[config.mk]
export PLATFORM = sky130hd
export DESIGN_NAME = ssdp_weigh
export DESIGN_NICKNAME = d
export VERILOG_FILES = /design/src/hw/rtl/ssdp_pkg.sv /design/src/hw/rtl/ssdp_weigh.sv
export SDC_FILE = /design/constraint.sdc
export NUM_CORES = 2
export LEC_CHECK = 0
export BUFFER_PORTS_ARGS = -buffer_cell sky130_fd_sc_hd__buf_2
export CAP_MARGIN = 20
export CORE_MARGIN = 2
export CORE_UTILIZATION = 55
export DETAILED_ROUTE_END_ITERATION = 10
export PLACE_DENSITY = 0.79
export SLEW_MARGIN = 15
export SYNTH_ARGS = -nofsm -noshare
export SYNTH_HDL_FRONTEND = slang
export SYNTH_SLANG_ARGS = --single-unit
export TNS_END_PERCENT = 1
[constraint.sdc]
create_clock -name aclk -period 8.64 [get_ports aclk]
set_input_delay 0.432 -clock aclk [delete_from_list [all_inputs] [get_ports aclk]]
set_output_delay 0.432 -clock aclk [all_outputs]
set_load 0.02 [all_outputs]
[src/hw/rtl/ssdp_pkg.sv]
`timescale 1ns / 1ps
// Package for the staffing dynamic program unit: sizes, codes, payload types
// and the saturating helper. Used by every module in hw/rtl.
package ssdp_pkg;

    localparam int MAX_LEVELS  = 32;
    localparam int MAX_PERIODS = 16;
    localparam int PER_PERIOD  = MAX_LEVELS * (MAX_LEVELS + 1) / 2;
    localparam int TURN_DEPTH  = MAX_PERIODS * PER_PERIOD;
    localparam int ADDR_W      = $clog2(TURN_DEPTH);
    localparam int LVL_W       = $clog2(MAX_LEVELS);
    localparam int PER_W       = $clog2(MAX_PERIODS);
    localparam int COST_W      = 48;
    localparam int PROB_W      = 17;
    localparam int CFG_IDX_W   = 3;
    localparam int CFG_DATA_W  = 16;

    localparam logic [COST_W-1:0] COST_MAX = {COST_W{1'b1}};
    localparam logic [PROB_W-1:0] ONE_Q16  = PROB_W'(65536);

    typedef enum logic [1:0] {
        OP_LOAD_PROB = 2'd0,
        OP_LOAD_MIN  = 2'd1,
        OP_SOLVE     = 2'd2,
        OP_NONE      = 2'd3
    } op_t;

    typedef enum logic [CFG_IDX_W-1:0] {
        CFG_FIXED_HIRE  = 3'd0,
        CFG_HIRE_UNIT   = 3'd1,
        CFG_SALARY      = 3'd2,
        CFG_SHORTAGE    = 3'd3,
        CFG_STAFF_CAP   = 3'd4,
        CFG_HIRE_CAP    = 3'd5,
        CFG_PERIODS     = 3'd6,
        CFG_INIT_STAFF  = 3'd7
    } cfg_idx_t;

    typedef enum logic [3:0] {
        ST_IDLE,
        ST_PSTART,
        ST_E_RD,
        ST_E_C,
        ST_E_MUL,
        ST_E_ACC,
        ST_H_RD0,
        ST_H_LD0,
        ST_H_RD,
        ST_H_CMP,
        ST_H_WR,
        ST_DONE
    } state_t;

    typedef struct packed {
        logic [1:0]        operation;
        logic [3:0]        period;
        logic [4:0]        staff_before;
        logic [4:0]        leavers;
        logic [PROB_W-1:0] probability;
        logic [4:0]        min_staff;
    } in_item_t;

    typedef struct packed {
        logic [COST_W-1:0] optimal_cost;
        logic [4:0]        first_hire;
    } out_item_t;

    function automatic logic [COST_W-1:0] sat_cost(input logic [COST_W:0] v);
        sat_cost = v[COST_W] ? COST_MAX : v[COST_W-1:0];
    endfunction

endpackage

[src/hw/rtl/ssdp_weigh.sv]
`timescale 1ns / 1ps
// Probability-times-cost unit: registered partial products, then rounding
// and saturation to a 48-bit cost. Depends on ssdp_pkg.
module ssdp_weigh import ssdp_pkg::*; (
    input  logic              aclk,
    input  logic              en,
    input  logic [PROB_W-1:0] prob,
    input  logic [COST_W-1:0] cost,
    output logic [COST_W-1:0] weighted
);

    logic [PROB_W+31:0] phi_reg;
    logic [PROB_W+15:0] plo_reg;
    logic [PROB_W+16:0] lo_round;
    logic [COST_W+1:0]  total;

    always_ff @(posedge aclk) begin
        if (en) begin
            phi_reg <= prob * cost[COST_W-1:16];
            plo_reg <= prob * cost[15:0];
        end
    end

    always_comb begin
        lo_round = (PROB_W+17)'(plo_reg) + (PROB_W+17)'(32'h8000);
        total    = (COST_W+2)'(phi_reg) + (COST_W+2)'(lo_round >> 16);
        weighted = (total > (COST_W+2)'(COST_MAX)) ? COST_MAX : total[COST_W-1:0];
    end

endmodule

==> summary.md <==
| Metric | Value |
|---|---|
| CP cell instances | buf_2 > buf_4 > nand2_1 > fa_1 > inv_1 > fa_1 > fa_1 > fa_1 > fa_1 > fa_1 > ha_1 > nand3_1 > nor3b_1 > a2111oi_2 > o2111ai_1 > nor2b_2 > a21oi_4 > o31ai_2 > a311oi_2 > xnor2_1 |
| Post-DP HPWL | 58400 microns |
| Status | completed |
| Post-synth EDFFs | 67 |
| Seq/Total Area, Yosys | 0.0676 |
| Crit path max-delay family | adder cells |
| Die Ht | 237 microns |
| CP peak stage delay | 0.60 ns |
| Layout cells sized above 1 | 0.0556 |
| Cell Rows | 85 |
| Top FF cell, synth | edfxtp_1 |
| Clk slew on worst S/H paths | 0.06 ns |
| Largest net degree at the start of global routing | a little under 70 |
| # fillers | 4615 |
| Nets | between 4000 and 5000 |
| Multi-input gate area | 24200 sq um |
| Wirelength per Cell | between 15 and 20 microns |
| CTS tree | yes |
| Htree depth | 3 |
| Syn Area/Cell | 8.82 sq um |
| CTS Sinks | 67 |
| Critical path arrival | 7.26 ns |
| CTS Buf Count | 9 |
| Worst-margin pin slew | ~1.2 ns |
| Total Wirelength | 74000 microns |
| Fin. Hold Viols | 0 |
| Antenna violations before repair | 3 |
| Vias | approximately 23000 |
| GRT Total Usage | 0.276 |
| Fmax | 140 MHz |
| Synthesized area | approximately 30000 sq um |
| Total die area | approximately 56000 sq um |
| Core region area | roughly 54000 sq um |
| CP bufs+invs | 3 |
| Worst relative slew slack | 0.230 |
| Max cap viols | 0 |
| Crit end category | flop |
| Post-CTS setup buffers | 0 |
| CP required | 8.75 ns |
| Post-DRT Antenna Nets | 0 |
| Crit share post-route | 0.828 |
| Number of flip-flops in the largest register | between 40 and 50 |
| Min-Delay Path Class | in -> reg |
| CP max-delay cell | buf_2 |
| Routability cong. | 0.931 |
| CP Launch Type | input pin |
| Syn_nets | 4341 |
| Number of synthesized register bits | 67 |
| Worst Hold Launch | cost[16] |
| Post-route minimum period | 7.15 ns |
| Final setup fails | 0 |
| Detailed Route Iter0 Violations | 1572 |
| Gate Count Post-Synth | 3373 |
| FFs w/ async S/R, synth | 0 |
| Drt drc | 0 |
| CTS resizes | 0 |
| DRT Pass-1 Iters | 7 |
| DR vias/cell | roughly 5.6 |
| Reg area | 2010 sq um |
| Root Buffer Master | clkbuf_16 |
| Final Max Slew Viols | 0 |
| Global-route wire length before repair | between 100000 and 150000 microns |
| Worst-path maximum fanout | 29 |
| Initial core utilization | 0.554 |
| Yosys warning total | 0 |
| Hold Path End | phi_reg[0] |
| I/O pins | approximately 120 |
| Number of global-route vias before repair | 23700 |
| Layout area overhead | 4.36% |
| Library cells used by synthesis | 68 |
| I/O Buffers | about 110 |
| Ant. Diodes | 0 |
| Most used cell, CP | fa_1 |
| Max clock buf depth | 2 |
| Gr ovfl total | 0 |
| Setup_tns | 0 ns |
| Chip Width | approximately 240 microns |
| Quantity of hold-fixing buffers added after cts | 0 |
| RSZ-0062 raised after global routing | false |
| Hold path depth | 2 |
| Setup CP Type | in -> reg |
-- final cells by class --
cell class | instances | area share
clock inverter | 6 | 0.00294
clock buffer | 9 | 0.00725
inverter | 784 | 0.0948
tap | 696 | 0.0280
sequential | 67 | 0.0648
multi-input combinational | 2364 | 0.779
timing repair buffer | 136 | 0.0237
-- metrics by stage --
| stage | cells | hold slack (ns) | util | worst slack [ns] | cell area (sq um) |
|---|---|---|---|---|---|
| 2_1_floorplan | 3373 | 0.544 | - | 2.24 | 29800 |
| 3_3_place_gp | 4047 | 1.03 | 0.572 | 1.36 | 30700 |
| 3_5_place_dp | 4047 | 1.03 | 0.572 | 1.17 | 30700 |
| 4_1_cts | 4062 | 0.641 | 0.578 | 1.57 | 31100 |
| 5_1_grt | 4062 | 0.676 | 0.578 | 1.25 | 31100 |
| 6_report | 4062 | 0.663 | 0.578 | 1.49 | 31100 |
-- cells by family (layout without fill, tap and decap cells) --
| kind of cell | Yosys count | count (layout) | synth area share |
|---|---|---|---|
| compound gates | 257 | 257 | 0.0590 |
| buf+inv | 942 | 935 | 0.120 |
| fa+ha+maj | 901 | 901 | 0.545 |
| simple gates | 1093 | 1093 | 0.176 |
| flops | 67 | 67 | 0.0676 |
| xor+xnor | 113 | 113 | 0.0333 |
-- per-layer routing --
layer  wire, microns  GRT usage
met1           29100      0.356
met4            3110      0.111
met3            5430     0.0382
met5              26          0
met2           36300      0.471
-- cells in the final DEF (no fill, tap or decap), types with 4 or more instances in the layout --
cell	instances
nand4_1	16
ha_1	244
xor2_1	38
nand2_1	593
o2111ai_1	5
nor2b_1	11
and4_1	6
buf_4	22
and3_1	18
o211ai_1	6
nand2_2	12
clkbuf_16	9
a21oi_1	68
nand2b_1	13
buf_2	114
nand3_1	32
or3_1	4
nor2_1	45
a211oi_1	9
a21boi_0	5
fa_1	657
a31oi_1	5
o21ai_1	5
o21bai_1	10
a21o_1	41
inv_1	784
a211o_1	5
edfxtp_1	67
xnor2_1	75
nor3_1	19
o21a_1	13
o21ai_0	45
a41oi_1	4
a2111oi_0	5
and2_1	309
-- cell usage after synthesis (all sizes together) (3+ instances only) --
master | n | area, sq um
clkbuf | 151 | 567
o21ai | 51 | 267
o21bai | 11 | 86.3
nand3 | 33 | 178
a311oi | 3 | 32.5
nor2b | 12 | 77.6
a211oi | 10 | 80.1
a211o | 5 | 43.8
nor4 | 4 | 31.3
or2 | 3 | 18.8
o211ai | 7 | 57.6
edfxtp | 67 | 2010
xnor2 | 75 | 657
or3 | 4 | 25.0
nor3 | 19 | 95.1
a21boi | 6 | 45.1
o21a | 14 | 106
nand4 | 16 | 100
and4 | 8 | 75.1
fa | 657 | 13200
nand2 | 605 | 2300
nor2 | 45 | 169
a31oi | 7 | 73.8
o2111ai | 5 | 43.8
a41oi | 4 | 35.0
and3 | 18 | 113
buf | 7 | 60.1
ha | 244 | 3050
a2111oi | 6 | 58.8
nand2b | 13 | 81.3
o31ai | 4 | 35.0
and2 | 310 | 1940
xor2 | 38 | 333
inv | 784 | 2940
a21oi | 71 | 374
a21o | 41 | 308
-- worst max path at each step --
stage / startpoint / endpoint / slack [ns] / cells past startpoint
after detailed placement: prob[12] / phi_reg[42] / 1.17 / 20
after global routing: prob[12] / phi_reg[44] / 1.25 / 20
final: prob[12] / phi_reg[42] / 1.49 / 20
after CTS: prob[12] / phi_reg[42] / 1.57 / 20
after global placement: prob[12] / phi_reg[42] / 1.36 / 20
after floorplan: prob[11] / phi_reg[41] / 2.24 / 22
Power is not shown: default switching activity piles up to over one toggle a cycle in this logic, so the estimate is an artifact.
